## src/hdl/sldf_pkg.sv

```systemverilog
// ============================================================================
// sldf_pkg - shared constants of the sync/length frame deframer
// Sync pattern, length limits, parse phase codes and result kinds.
// ============================================================================
package sldf_pkg;

    // sync pair
    localparam logic [7:0] SYNC_FIRST  = 8'hD5;
    localparam logic [7:0] SYNC_SECOND = 8'hC8;

    // body length limits
    localparam logic [15:0] MIN_BODY_LEN   = 16'd6;
    localparam logic [15:0] MAX_LEN_RESET  = 16'd256;

    // parse phase codes
    localparam logic [2:0] PH_HUNT   = 3'd0;
    localparam logic [2:0] PH_SYNC1  = 3'd1;
    localparam logic [2:0] PH_LEN_LO = 3'd2;
    localparam logic [2:0] PH_LEN_HI = 3'd3;
    localparam logic [2:0] PH_BODY   = 3'd4;

    // result kinds
    localparam logic KIND_BODY    = 1'b0;
    localparam logic KIND_LEN_ERR = 1'b1;

endpackage

```

## src/hdl/sync_length_frame_deframer.sv

```systemverilog
// A byte taken into the input register is parsed, and its result word is registered onto the outputs.
// Throughput: one byte per cycle unless stalled; one parse step between input and result register.
// Backpressure on the result side holds the input register and stalls the input.
// Reset: hunting for the first sync byte, length and count zero, max length 256.
// Reset is asynchronous, active low, and clears all control state.
// ============================================================================
// sync_length_frame_deframer - sync word, length prefixed frame deframer
// Hunts for 0xD5 0xC8, reads a little-endian 16-bit body length, rejects
// lengths below 6 or above the configured maximum, then streams the body
// bytes with their index and a last-of-frame mark.
// ============================================================================
module sync_length_frame_deframer
(
    input  logic        clk,
    input  logic        rst_n,
    // configuration
    input  logic        cfg_we,
    input  logic [15:0] cfg_wdata,
    // input word
    input  logic        in_valid,
    output logic        in_stall,
    input  logic [7:0]  rx_byte,
    // result word
    output logic        out_valid,
    input  logic        out_stall,
    output logic [7:0]  body_byte,
    output logic [15:0] byte_index,
    output logic        frame_last,
    output logic        result_kind
);

    // registers
    logic [15:0] max_len_reg;
    logic        in_valid_reg;
    logic [7:0]  in_byte_reg;
    logic [2:0]  phase_reg,  phase_next;
    logic [15:0] len_reg,    len_next;
    logic [15:0] rem_reg,    rem_next;
    logic        out_valid_reg;
    logic [7:0]  out_byte_reg;
    logic [15:0] out_index_reg;
    logic        out_last_reg;
    logic        out_kind_reg;

    // step results
    logic        advance;
    logic        res_valid;
    logic [7:0]  res_byte;
    logic [15:0] res_index;
    logic        res_last;
    logic        res_kind;
    logic [15:0] len_cand;

    // pipeline control: move when the result register is free or being taken
    assign advance  = !out_valid_reg || !out_stall;
    assign in_stall = in_valid_reg && !advance;

    // configuration register
    always_ff @(posedge clk or negedge rst_n)
    begin
        if (!rst_n)
        begin
            max_len_reg <= sldf_pkg::MAX_LEN_RESET;
        end
        else if (cfg_we)
        begin
            max_len_reg <= cfg_wdata;
        end
    end

    // input register
    always_ff @(posedge clk or negedge rst_n)
    begin
        if (!rst_n)
        begin
            in_valid_reg <= 1'b0;
        end
        else if (!in_stall)
        begin
            in_valid_reg <= in_valid;
        end
    end

    always_ff @(posedge clk)
    begin
        if (in_valid && !in_stall)
        begin
            in_byte_reg <= rx_byte;
        end
    end

    assign len_cand = {in_byte_reg, len_reg[7:0]};

    // parse step
    always_comb
    begin
        phase_next = phase_reg;
        len_next   = len_reg;
        rem_next   = rem_reg;
        res_valid  = 1'b0;
        res_byte   = 8'd0;
        res_index  = 16'd0;
        res_last   = 1'b0;
        res_kind   = sldf_pkg::KIND_BODY;
        if (advance && in_valid_reg)
        begin
            case (phase_reg)
                sldf_pkg::PH_SYNC1:
                begin
                    if (in_byte_reg == sldf_pkg::SYNC_SECOND)
                    begin
                        phase_next = sldf_pkg::PH_LEN_LO;
                    end
                    else if (in_byte_reg == sldf_pkg::SYNC_FIRST)
                    begin
                        phase_next = sldf_pkg::PH_SYNC1;
                    end
                    else
                    begin
                        phase_next = sldf_pkg::PH_HUNT;
                    end
                end
                sldf_pkg::PH_LEN_LO:
                begin
                    len_next   = {8'd0, in_byte_reg};
                    phase_next = sldf_pkg::PH_LEN_HI;
                end
                sldf_pkg::PH_LEN_HI:
                begin
                    len_next = len_cand;
                    if (len_cand < sldf_pkg::MIN_BODY_LEN || len_cand > max_len_reg)
                    begin
                        phase_next = sldf_pkg::PH_HUNT;
                        res_valid  = 1'b1;
                        res_kind   = sldf_pkg::KIND_LEN_ERR;
                    end
                    else
                    begin
                        rem_next   = len_cand;
                        phase_next = sldf_pkg::PH_BODY;
                    end
                end
                sldf_pkg::PH_BODY:
                begin
                    rem_next  = rem_reg - 16'd1;
                    res_valid = 1'b1;
                    res_byte  = in_byte_reg;
                    res_index = len_reg - rem_reg;
                    if (rem_reg == 16'd1)
                    begin
                        res_last   = 1'b1;
                        phase_next = sldf_pkg::PH_HUNT;
                    end
                end
                default:
                begin
                    // hunting, unused codes included
                    phase_next = (in_byte_reg == sldf_pkg::SYNC_FIRST) ?
                                 sldf_pkg::PH_SYNC1 : sldf_pkg::PH_HUNT;
                end
            endcase
        end
    end

    // parse state
    always_ff @(posedge clk or negedge rst_n)
    begin
        if (!rst_n)
        begin
            phase_reg <= sldf_pkg::PH_HUNT;
            len_reg   <= 16'd0;
            rem_reg   <= 16'd0;
        end
        else
        begin
            phase_reg <= phase_next;
            len_reg   <= len_next;
            rem_reg   <= rem_next;
        end
    end

    // result register
    always_ff @(posedge clk or negedge rst_n)
    begin
        if (!rst_n)
        begin
            out_valid_reg <= 1'b0;
        end
        else if (advance)
        begin
            out_valid_reg <= res_valid;
        end
    end

    always_ff @(posedge clk)
    begin
        if (advance && res_valid)
        begin
            out_byte_reg  <= res_byte;
            out_index_reg <= res_index;
            out_last_reg  <= res_last;
            out_kind_reg  <= res_kind;
        end
    end

    assign out_valid   = out_valid_reg;
    assign body_byte   = out_byte_reg;
    assign byte_index  = out_index_reg;
    assign frame_last  = out_last_reg;
    assign result_kind = out_kind_reg;

`ifndef SYNTHESIS
    // error words carry an all-zero payload
    a_err_zero: assert property (@(posedge clk) disable iff (!rst_n)
        out_valid && result_kind == sldf_pkg::KIND_LEN_ERR |->
        body_byte == 8'd0 && byte_index == 16'd0 && !frame_last)
        else $error("length error word with nonzero payload");

    // a body in progress always has bytes left
    a_body_rem: assert property (@(posedge clk) disable iff (!rst_n)
        phase_reg == sldf_pkg::PH_BODY |-> rem_reg != 16'd0)
        else $error("body phase with zero remaining count");

    // last body byte returns the parser to hunting
    a_last_hunt: assert property (@(posedge clk) disable iff (!rst_n)
        advance && in_valid_reg && phase_reg == sldf_pkg::PH_BODY && rem_reg == 16'd1
        |=> phase_reg == sldf_pkg::PH_HUNT && out_valid && frame_last)
        else $error("frame end not followed by hunt");

    // input only stalls while a result word is held
    a_stall_src: assert property (@(posedge clk) disable iff (!rst_n)
        in_stall |-> in_valid_reg && out_valid_reg && out_stall)
        else $error("input stalled without held result");
`endif

endmodule

```

## config.mk

```make
export PLATFORM = sky130hd
export DESIGN_NAME = sync_length_frame_deframer
export DESIGN_NICKNAME = d
export VERILOG_FILES = /design/src/hdl/sldf_pkg.sv /design/src/hdl/sync_length_frame_deframer.sv
export SDC_FILE = /design/constraint.sdc
export NUM_CORES = 1
export LEC_CHECK = 0
export ABC_AREA = 1
export BUFFER_PORTS_ARGS = -buffer_cell sky130_fd_sc_hd__clkbuf_2
export CORE_ASPECT_RATIO = 1.4
export CORE_UTILIZATION = 35
export DETAILED_ROUTE_END_ITERATION = 16
export GPL_TIMING_DRIVEN = 1
export HOLD_SLACK_MARGIN = 0.15
export PLACE_DENSITY = 0.58
export SYNTH_ARGS = -nofsm -noshare
export SYNTH_HDL_FRONTEND = slang
export SYNTH_SLANG_ARGS = --single-unit
```

## constraint.sdc

```tcl
create_clock -name clk -period 4.05 [get_ports clk]
set_clock_uncertainty 0.15 [all_clocks]
set_input_delay 0.2025 -clock clk [delete_from_list [all_inputs] [get_ports clk]]
set_output_delay 0.2025 -clock clk [all_outputs]
set_load 0.01 [all_outputs]
```

==> impl_metrics.env, run 1 <==
export IMPL_status="finished, final reports clean"
export IMPL_r2r_end="byte_index[9]$_SDFFCE_PN0P_"
export IMPL_boundaryPins=57
export IMPL_fin_tns_setup_ns=0
export IMPL_synth_mux_area_fraction_pct=0.222
export IMPL_rsz0062_at_grt="no"
export IMPL_regArea_mm2=0.00235
export IMPL_stdcell_area_mm2=0.00607
export IMPL_tightest_slew_ns=0.764
export IMPL_async_flop_share_pct=60.9
export IMPL_period_share_pct=65.8
export IMPL_area_delta_synth_final_pct=19.4
export IMPL_holdWs_ns=0.255
export IMPL_drv_cap=0
export IMPL_worst_slack_ns=1.38
export IMPL_place_hpwl_um=9450
export IMPL_ys_flop_type="dfrtp_1"
export IMPL_track_usage_pct=18.1
export IMPL_utilization_pct=43.2
export IMPL_grt_pass1_vias=4336
export IMPL_total_power_mw=4.36
export IMPL_hold_class="primary input to flop"
export IMPL_overflow=0
export IMPL_synth_seq_cells=87
export IMPL_fin_nets=765
export IMPL_synthAdderAreaFrac_pct=8.52
export IMPL_syn_num_nets=683
export IMPL_place_area_mm2=0.00553
export IMPL_synth_edf_count=34
export IMPL_core_mm2=0.0140
export IMPL_worstSetupPathType="flop to flop"
export IMPL_r2r_start="phase_reg[1]$_DFFE_PN0P_"
export IMPL_peakVddDrop_v=0.000268
export IMPL_wl_per_cell_um=14.3
export IMPL_drc=0
export IMPL_cts_sinks=87
export IMPL_clk_latency_ns=0.34
export IMPL_min_from="cfg_we"
export IMPL_place_inst=849
export IMPL_dieArea_mm2=0.0150
export IMPL_worst_hold_path_num_cells=3
export IMPL_grt_pass1_wl_um=21000
export IMPL_fmax_mhz=375
export IMPL_path_max_fanout=26
export IMPL_dr_pass1_iters=5
export IMPL_slew_viol_final=0
export IMPL_htreeDepth=3
export IMPL_drt_total_wl_um=12700
export IMPL_top_layer="met4"
export IMPL_n_antenna_cell=0
export IMPL_max_slew_margin_pct=48.9
export IMPL_die_x_um=104
export IMPL_grt_max_degree=54
export IMPL_ant_nets=0
export IMPL_multi_input_area_mm2=0.00235
export IMPL_p_leak_nw=3.01
export IMPL_synth_top_family_by_area="simple AND/OR/NAND/NOR gates"
export IMPL_start_util_pct=36.2
export IMPL_cts_root_buf="clkbuf_16"
export IMPL_rrSetupSlack_ns=1.38
export IMPL_power_density_mw_per_mm2=718
export IMPL_synth_top_cell_area_share_pct=25.6
export IMPL_rr_worst_depth=6
export IMPL_synth_common_cells="nand2_1 (150), inv_1 (78), nand3_1 (53)"
export IMPL_antenna_found_initial=0
export IMPL_ys_warnings_count=0
export IMPL_dr_first_iter_drc_count=197
export IMPL_cts_buffers=9
export IMPL_synthSimpleGateAreaFrac_pct=25.9
export IMPL_io_buffers=56
export IMPL_num_vias=4463
export IMPL_gp_congestion=0.902
export IMPL_synth_area_leaders="dfrtp_1 (26%), edfxtp_1 (20%), nand2_1 (11%)"
export IMPL_wl_met2_um=6230
export IMPL_wl_met1_um=5220
export IMPL_arrival_ns=2.53
export IMPL_dp_slack_ns=1.42
export IMPL_syn_area_per_cell_um2=8.20
export IMPL_vias_per_cell=5.00
export IMPL_synth_compound_area_share_pct=10.9
export IMPL_die_height_um=145
export IMPL_hold_viol_final=0
export IMPL_synth_most_common_cell="nand2_1"
export IMPL_synth_distinct_cells=37
export IMPL_rows=51
export IMPL_synth_xor_area_share_pct=0.689
export IMPL_end_kind="flop"
export IMPL_worst_endpoint_required_ns=3.91
export IMPL_n_fill_cell=1443
export IMPL_setup_worst_path_start_class="flop"
export IMPL_period_minus_slack_ns=2.67
export IMPL_setup_viol=0
export IMPL_ys_seq_area_share_pct=46.2
export IMPL_drive_gt1_share_pct=14.1
export IMPL_min_to="max_len_reg[8]$_DFFE_PN1P_"
export IMPL_clk_pin_slew_worst_paths_ns=0.06
export IMPL_cts_path_max_buffers=2
export IMPL_yosys_area_top_type="dfrtp_1"
export IMPL_netlist_instances=620
export IMPL_cts_tree="yes"
export IMPL_instances_no_fill=892
export IMPL_synth_cell_area_mm2=0.00508
export IMPL_wl_met3_um=541
export IMPL_cts_resized=0
-- report_power, final --
group          internal [mW]  switching [mW]  total (mW)
clock                  0.412           0.332       0.744
combinational          0.839            1.50        2.34
sequential              1.08           0.201        1.28
total                   2.33            2.03        4.36
-- repair_timing --
item                       4_1_cts  5_1_grt
hold endpoints to repair        78        0
hold buffers                    27        0
buffers inserted                 0        0
setup endpoints to repair        0        0
-- how the worst max path moves through the flow --
stage	endpoint	start	slack (ns)	cells after the start
2_1_floorplan	body_byte[0]$_SDFFCE_PN0P_	max_len_reg[8]$_DFFE_PN1P_	1.62	10
3_3_place_gp	frame_last$_SDFFCE_PN0P_	phase_reg[1]$_DFFE_PN0P_	1.49	6
6_report	byte_index[9]$_SDFFCE_PN0P_	phase_reg[1]$_DFFE_PN0P_	1.38	6
3_5_place_dp	frame_last$_SDFFCE_PN0P_	phase_reg[1]$_DFFE_PN0P_	1.42	6
5_1_grt	byte_index[9]$_SDFFCE_PN0P_	phase_reg[1]$_DFFE_PN0P_	1.16	6
4_1_cts	byte_index[9]$_SDFFCE_PN0P_	phase_reg[1]$_DFFE_PN0P_	1.42	6
-- layer usage --
metal | up-vias | global-route usage [%]
met5 | - | 0
met4 | 0 | 13.2
met3 | 40 | 3.24
met2 | 134 | 31.4
met1 | 2058 | 19.9
li1 | 2231 | -
-- final cells by class --
type                       instances  area share, %
clock inverter                     6          0.577
timing repair buffer              86           9.44
clock buffer                      10           3.77
inverter                          80           4.95
tap                              185           3.81
sequential                        87           38.7
multi-input combinational        438           38.7
-- cells in the final DEF (no fill, tap or decap), types with 6 or more instances in the layout --
master	count
inv_1	78
o21ai_0	49
dfrtp_1	52
ha_1	33
nand4_1	10
nand2_1	150
edfxtp_1	34
clkbuf_16	9
a21oi_1	39
o21ai_1	6
nor2_1	46
clkbuf_2	56
nand3_1	53
dlygate4sd3_1	27
nor3_1	10
-- cells by family (layout without fill, tap and decap cells) --
group / after synthesis / after routing
flip-flops: 87 / 87
AND/OR/NAND/NOR: 294 / 294
adder cells (fa/ha/maj): 34 / 34
XOR/XNOR: 4 / 4
AO/OA/AOI/OAI: 105 / 105
multiplexers: 1 / 1
buffers and inverters: 95 / 182
-- worst max-delay path, cell delays in order (launching register included) --
cell and delay, ns:
dfrtp_1 0.40, inv_1 0.11, nand3_1 0.40, inv_2 0.46
nand2_2 0.32, nand2_1 0.15, buf_4 0.32
(Power assumes the default switching activity.)
==> run 2: changes to the inputs <==
--- a/config.mk
+++ b/config.mk
@@ -5,14 +5,14 @@
 export SDC_FILE = /design/constraint.sdc
 export NUM_CORES = 1
 export LEC_CHECK = 0
-export ABC_AREA = 1
+export ABC_AREA = 0
 export BUFFER_PORTS_ARGS = -buffer_cell sky130_fd_sc_hd__clkbuf_2
 export CORE_ASPECT_RATIO = 1.4
 export CORE_UTILIZATION = 35
 export DETAILED_ROUTE_END_ITERATION = 16
 export GPL_TIMING_DRIVEN = 1
 export HOLD_SLACK_MARGIN = 0.15
-export PLACE_DENSITY = 0.58
+export PLACE_DENSITY = 0.6
 export SYNTH_ARGS = -nofsm -noshare
 export SYNTH_HDL_FRONTEND = slang
 export SYNTH_SLANG_ARGS = --single-unit
==> constraint.sdc (replaced) <==
create_clock -name clk -period 2.33 [get_ports clk]
set_clock_uncertainty 0.15 [all_clocks]
set_input_delay 0.1165 -clock clk [delete_from_list [all_inputs] [get_ports clk]]
set_output_delay 0.1165 -clock clk [all_outputs]
set_load 0.01 [all_outputs]
==> run 2 against run 1 <==
  * The flow now finishes with violations (negative setup slack)
  * Non-clock buffer count grew 75
  * Largest cell class unchanged
  * Critical endpoint is now byte_index[2]$_SDFFCE_PN0P_
  * Total power rose by 5.2%
  * Critical path depth up 2
  * Sequential power up 45%
  * Register-to-register slack got worse by 1.5 ns
==> impl_metrics.env, run 2 <==
export IMPL_status="finished with violations"
export IMPL_violations="negative setup slack"
export IMPL_ys_seq_area_share_pct=47.4
export IMPL_die_x_um=103
export IMPL_setup_worst_path_start_class="flop"
export IMPL_n_antenna_cell=0
export IMPL_worstSetupPathType="flop to flop"
export IMPL_grt_pass1_vias=4512
export IMPL_tightest_slew_ns=0.558
export IMPL_end_kind="flop"
export IMPL_rsz0062_at_grt="yes"
export IMPL_period_minus_slack_ns=2.44
export IMPL_netlist_instances=500
export IMPL_setup_viol=44
export IMPL_rows=51
export IMPL_multi_input_area_mm2=0.00278
export IMPL_vias_per_cell=5.20
export IMPL_worst_endpoint_required_ns=2.23
export IMPL_cts_tree="yes"
export IMPL_peakVddDrop_v=0.000339
export IMPL_p_leak_nw=3.05
export IMPL_drc=0
export IMPL_ys_warnings_count=0
export IMPL_yosys_area_top_type="dfrtp_1"
export IMPL_grt_pass1_wl_um=22300
export IMPL_cts_root_buf="clkbuf_16"
export IMPL_drt_total_wl_um=13600
export IMPL_path_buf_inv=1
export IMPL_track_usage_pct=20.1
export IMPL_num_vias=4401
export IMPL_power_frac_clock_pct=28.9
export IMPL_slew_viol_final=0
export IMPL_synth_mux_area_fraction_pct=1.52
export IMPL_drive_gt1_share_pct=34.5
export IMPL_synth_distinct_cells=69
export IMPL_crit_chain="ha_4, nand4_1, nor4_4, o21ai_2, nand3b_1, a21boi_2, o21ai_4, buf_12"
export IMPL_drv_cap=0
export IMPL_arrival_ns=2.34
export IMPL_syn_area_per_cell_um2=9.90
export IMPL_synth_compound_area_share_pct=18.1
export IMPL_clk_latency_ns=0.34
export IMPL_gp_congestion=0.889
export IMPL_holdWs_ns=0.141
export IMPL_total_power_mw=4.59
export IMPL_power_frac_comb_pct=30.8
export IMPL_final_cell_mix="buf_4 (65), clkbuf_2 (56), nand2_1 (52)"
export IMPL_synth_edf_count=34
export IMPL_area_delta_synth_final_pct=41.5
export IMPL_synthSimpleGateAreaFrac_pct=17.8
export IMPL_synth_xor_area_share_pct=1.24
export IMPL_p_seq_share_pct=40.3
export IMPL_crit_family="simple AND/OR/NAND/NOR gates"
export IMPL_power_density_mw_per_mm2=655
export IMPL_overflow=0
export IMPL_dieArea_mm2=0.0146
export IMPL_synth_seq_cells=87
export IMPL_fin_nets=719
export IMPL_hold_class="primary input to async pin"
export IMPL_place_hpwl_um=10100
export IMPL_p_int_mw=3.19
export IMPL_cts_sinks=87
export IMPL_hold_viol_final=0
export IMPL_boundaryPins=57
export IMPL_die_height_um=143
export IMPL_regArea_mm2=0.00235
export IMPL_slowest_stage="dfrtp_1"
export IMPL_synth_common_cells="nand2_1 (53), dfrtp_1 (52), inv_1 (44)"
export IMPL_dr_pass1_iters=6
export IMPL_critPathMaxStageDelay_ns=0.41
export IMPL_core_mm2=0.0138
export IMPL_n_fill_cell=1264
export IMPL_synth_cell_area_mm2=0.00495
export IMPL_synth_top_family_by_area="compound AO/OA/AOI/OAI gates"
export IMPL_synth_most_common_cell="nand2_1"
export IMPL_cts_path_max_buffers=2
export IMPL_dr_first_iter_drc_count=171
export IMPL_path_max_fanout=17
export IMPL_synth_top_cell_area_share_pct=26.3
export IMPL_htreeDepth=3
export IMPL_worst_slack_ns=-0.107
export IMPL_p_switching_mw=1.40
export IMPL_grt_max_degree=35
export IMPL_synthAdderAreaFrac_pct=8.75
export IMPL_synth_area_leaders="dfrtp_1 (26%), edfxtp_1 (21%), ha_1 (8.3%)"
export IMPL_ys_flop_type="dfrtp_1"
export IMPL_fmax_mhz=410
export IMPL_wl_per_cell_um=16.1
export IMPL_antenna_found_initial=0
export IMPL_ant_nets=0
export IMPL_swShare_pct=30.4
export IMPL_start_util_pct=35.7
export IMPL_async_flop_share_pct=60.9
export IMPL_period_share_pct=105
export IMPL_io_buffers=56
export IMPL_cts_buffers=9
export IMPL_clk_pin_slew_worst_paths_ns=0.06
export IMPL_final_common_cell="buf_4"
export IMPL_syn_num_nets=563
export IMPL_max_slew_margin_pct=62.8
run 2: cell type report:
cell class              instances  share of cell area [%]
clock buffers                  12                    3.52
repair buffers                161                    17.2
clock inverters                 4                   0.339
multi-input cells             353                    39.7
flip-flops and latches         87                    33.6
well taps                     185                    3.31
inverters                      44                    2.36
run 2: cell families (layout without fill, tap and decap cells):
family | Yosys count | in the layout
AND/OR/NAND/NOR | 170 | 170
flip-flops | 87 | 87
AO/OA/AOI/OAI | 135 | 135
multiplexers | 7 | 7
adder cells (fa/ha/maj) | 34 | 34
buffers and inverters | 60 | 221
XOR/XNOR | 7 | 7
run 2: power by group through the flow:
stage / combinational (mW) / sequential (mW) / clock [mW]
global route: 1.56 / 1.86 / 1.42
detailed placement: 1.16 / 1.88 / 0
finish: 1.41 / 1.85 / 1.33
global placement: 1.14 / 1.87 / 0
floorplan: 0.615 / 1.93 / 0
CTS: 1.22 / 1.85 / 1.35
run 2: worst reg2reg max path: stages, from the launching register on:
cell and delay (ns):
dfrtp_1 0.41, ha_4 0.28, nand4_1 0.17, nor4_4 0.35
o21ai_2 0.11, nand3b_1 0.16, a21boi_2 0.10, o21ai_4 0.22
buf_12 0.19
run 2: per-stage QoR:
| stage | setup WS (ns) | TNS, ns | cell area, µm² | cells | utilization, % |
|---|---|---|---|---|---|
| floorplan | -0.165 | -4.28 | 4980 | 500 | - |
| global placement | -0.220 | -2.75 | 5920 | 789 | 42.8 |
| detailed placement | -0.172 | -4.97 | 5920 | 789 | 42.8 |
| CTS | -0.156 | -4.47 | 6590 | 837 | 47.6 |
| global route | -0.229 | -8.37 | 7000 | 846 | 50.6 |
| finish | -0.107 | -3.03 | 7000 | 846 | 50.6 |
run 2: path summary, 6_finish.rpt:
check,start,end,cells after the start,slack (ns)
min in group clk,cfg_we,max_len_reg[8]$_DFFE_PN1P_,3,0.15
hold / removal,rst_n,max_len_reg[0]$_DFFE_PN0P_,2,0.14
hold reg to reg,len_reg[15]$_DFFE_PN0P_,len_reg[15]$_DFFE_PN0P_,2,0.36
max in group asynchronous,rst_n,len_reg[3]$_DFFE_PN0P_,3,1.30
setup reg to reg,len_reg[7]$_DFFE_PN0P_,byte_index[2]$_SDFFCE_PN0P_,8,-0.11
setup / recovery,len_reg[7]$_DFFE_PN0P_,byte_index[2]$_SDFFCE_PN0P_,8,-0.11
run 2: what timing repair did:
action,CTS,global route
pin swaps,7,20
hold buffers,28,0
resized for setup,17,63
setup buffers,4,8
cloned,0,1
endpoints found under the setup margin,47,54
endpoints found under the hold margin,79,0
run 2: routing by layer:
| layer | vias up | wire length, µm | global-route usage, % |
|---|---|---|---|
| li1 | 2132 | - | - |
| met1 | 2101 | 5280 | 22.4 |
| met2 | 130 | 7260 | 36.2 |
| met3 | 38 | 515 | 3.72 |
| met4 | 0 | 575 | 9.62 |
| met5 | - | 0 | 0 |
==> run 3: changes to the inputs <==
--- a/config.mk
+++ b/config.mk
@@ -7,8 +7,8 @@
 export LEC_CHECK = 0
 export ABC_AREA = 0
 export BUFFER_PORTS_ARGS = -buffer_cell sky130_fd_sc_hd__clkbuf_2
-export CORE_ASPECT_RATIO = 1.4
 export CORE_UTILIZATION = 35
+export CTS_CLUSTER_SIZE = 40
 export DETAILED_ROUTE_END_ITERATION = 16
 export GPL_TIMING_DRIVEN = 1
 export HOLD_SLACK_MARGIN = 0.15
==> run 3 against run 2 <==
  * The run still ends with negative setup slack left
  * Total power fell by 1.6%
  * Design area is 0.63% lower
  * Clock power barely moved
  * Cell count rose by 0.24%
  * Die area is essentially flat
  * Worst hold slack better by 0.022 ns
  * Clock-buffer cell count unchanged
  * Combinational power decreased by 4%
  * Highest routed layer unchanged
==> impl_metrics.env, run 3 (synthesis gave the netlist of run 2 again) <==
export IMPL_status="finished with violations"
export IMPL_violations="negative setup slack"
export IMPL_fmax_mhz=406
export IMPL_final_cell_mix="buf_4 (70), clkbuf_2 (56), nand2_1 (51)"
export IMPL_rsz0062_at_grt="yes"
export IMPL_slowest_stage="edfxtp_1"
export IMPL_overflow=0
export IMPL_setup_worst_path_start_class="flop"
export IMPL_cts_tree="yes"
export IMPL_arrival_ns=2.55
export IMPL_path_buf_inv=2
export IMPL_antenna_found_initial=0
export IMPL_dr_pass1_iters=7
export IMPL_htreeDepth=3
export IMPL_dp_slack_ns=-0.196
export IMPL_die_height_um=121
export IMPL_drt_total_wl_um=13700
export IMPL_worstSetupPathType="flop to flop"
export IMPL_rrSetupSlack_ns=-0.13
export IMPL_drc=0
export IMPL_grt_max_degree=54
export IMPL_die_x_um=121
export IMPL_crit_family="compound AO/OA/AOI/OAI gates"
export IMPL_period_share_pct=106
export IMPL_place_inst=782
export IMPL_total_power_mw=4.52
export IMPL_slew_viol_final=0
export IMPL_utilization_pct=50.3
export IMPL_place_hpwl_um=9740
export IMPL_instances_no_fill=848
export IMPL_clk_latency_ns=0.35
export IMPL_vias_per_cell=5.19
export IMPL_fin_nets=726
export IMPL_cts_buffers=9
export IMPL_hold_class="primary input to async pin"
export IMPL_gp_congestion=0.890
export IMPL_rows=43
export IMPL_critPathMaxStageDelay_ns=0.43
export IMPL_setup_viol=37
export IMPL_start_util_pct=35.8
export IMPL_num_vias=4399
export IMPL_end_kind="flop"
export IMPL_boundaryPins=57
export IMPL_track_usage_pct=19.4
export IMPL_grt_pass1_wl_um=21600
export IMPL_wl_per_cell_um=16.1
export IMPL_place_area_mm2=0.00589
export IMPL_dieArea_mm2=0.0146
export IMPL_cts_path_max_buffers=2
export IMPL_worst_slack_ns=-0.131
export IMPL_cts_sinks=87
export IMPL_grt_pass1_vias=4342
export IMPL_crit_chain="ha_4, a21oi_2, nand2_1, a211o_1, buf_4, and4bb_2, nor2_4, buf_12, a221o_2"
export IMPL_path_max_fanout=14
export IMPL_cts_root_buf="clkbuf_16"
export IMPL_core_mm2=0.0138
export IMPL_stdcell_area_mm2=0.00696
export IMPL_period_minus_slack_ns=2.46
export IMPL_fin_tns_setup_ns=-3.20
export IMPL_hold_viol_final=0
export IMPL_clk_pin_slew_worst_paths_ns=0.07
export IMPL_holdWs_ns=0.163
export IMPL_worst_endpoint_required_ns=2.41
export IMPL_dr_first_iter_drc_count=277
export IMPL_area_delta_synth_final_pct=40.6
export IMPL_drv_cap=0
export IMPL_io_buffers=56
export IMPL_p_leak_nw=3.09
export IMPL_n_antenna_cell=0
export IMPL_final_common_cell="buf_4"
export IMPL_power_density_mw_per_mm2=649
export IMPL_ant_nets=0
export IMPL_drive_gt1_share_pct=33.8
export IMPL_max_slew_margin_pct=67.7
export IMPL_peakVddDrop_v=0.000622
export IMPL_tightest_slew_ns=0.484
run 3: final timing paths:
kind                                          start                           to  cells after the start
min reg2reg                 len_reg[12]$_DFFE_PN0P_      len_reg[12]$_DFFE_PN0P_                      2
min in group clk                             cfg_we  max_len_reg[14]$_DFFE_PN0P_                      3
max in group asynchronous                     rst_n   max_len_reg[8]$_DFFE_PN1P_                      3
max reg2reg                in_byte_reg[6]$_DFFE_PP_       rem_reg[1]$_DFFE_PN0P_                      9
max                        in_byte_reg[6]$_DFFE_PP_       rem_reg[1]$_DFFE_PN0P_                      9
min                                           rst_n  max_len_reg[13]$_DFFE_PN0P_                      3
run 3: area by class of cell:
class / count / area (µm²)
Sequential cell: 87 / 2350
Multi-Input combinational cell: 353 / 2670
Clock buffer: 12 / 236
Timing Repair Buffer: 168 / 1290
Clock inverter: 4 / 22.5
Fill cell: 1260 / 6870
Inverter: 44 / 165
Tap cell: 180 / 225
run 3: worst register-to-register path, delay by kind of cell (launching register included):
| family | cells | cell delay (ns) |
|---|---|---|
| simple gates | 3 | 0.47 |
| compound gates | 3 | 0.71 |
| flops | 1 | 0.43 |
| buf+inv | 2 | 0.29 |
| fa+ha+maj | 1 | 0.29 |
run 3: per-layer routing:
metal  track usage [%]  up-vias  share of wire [%]
met1              24.2     2093                 43
li1                  -     2142                  -
met2              32.9      135                 49
met5                 0        -                  0
met3              4.79       29                5.1
met4              5.94        0                2.4
run 3: power breakdown:
group	total [mW]	switching, mW	internal [mW]
sequential	1.85	0.0780	1.77
clock	1.31	0.594	0.721
combinational	1.35	0.709	0.642
total	4.52	1.38	3.14
run 3: what timing repair did:
item                                    in CTS  in global routing
endpoints found under the setup margin      42                 53
hold buffers                                30                  0
cloned                                       0                  2
pin swaps                                   15                 21
setup buffers                               10                  8
gates resized for setup                     24                 42
endpoints found under the hold margin       79                  0
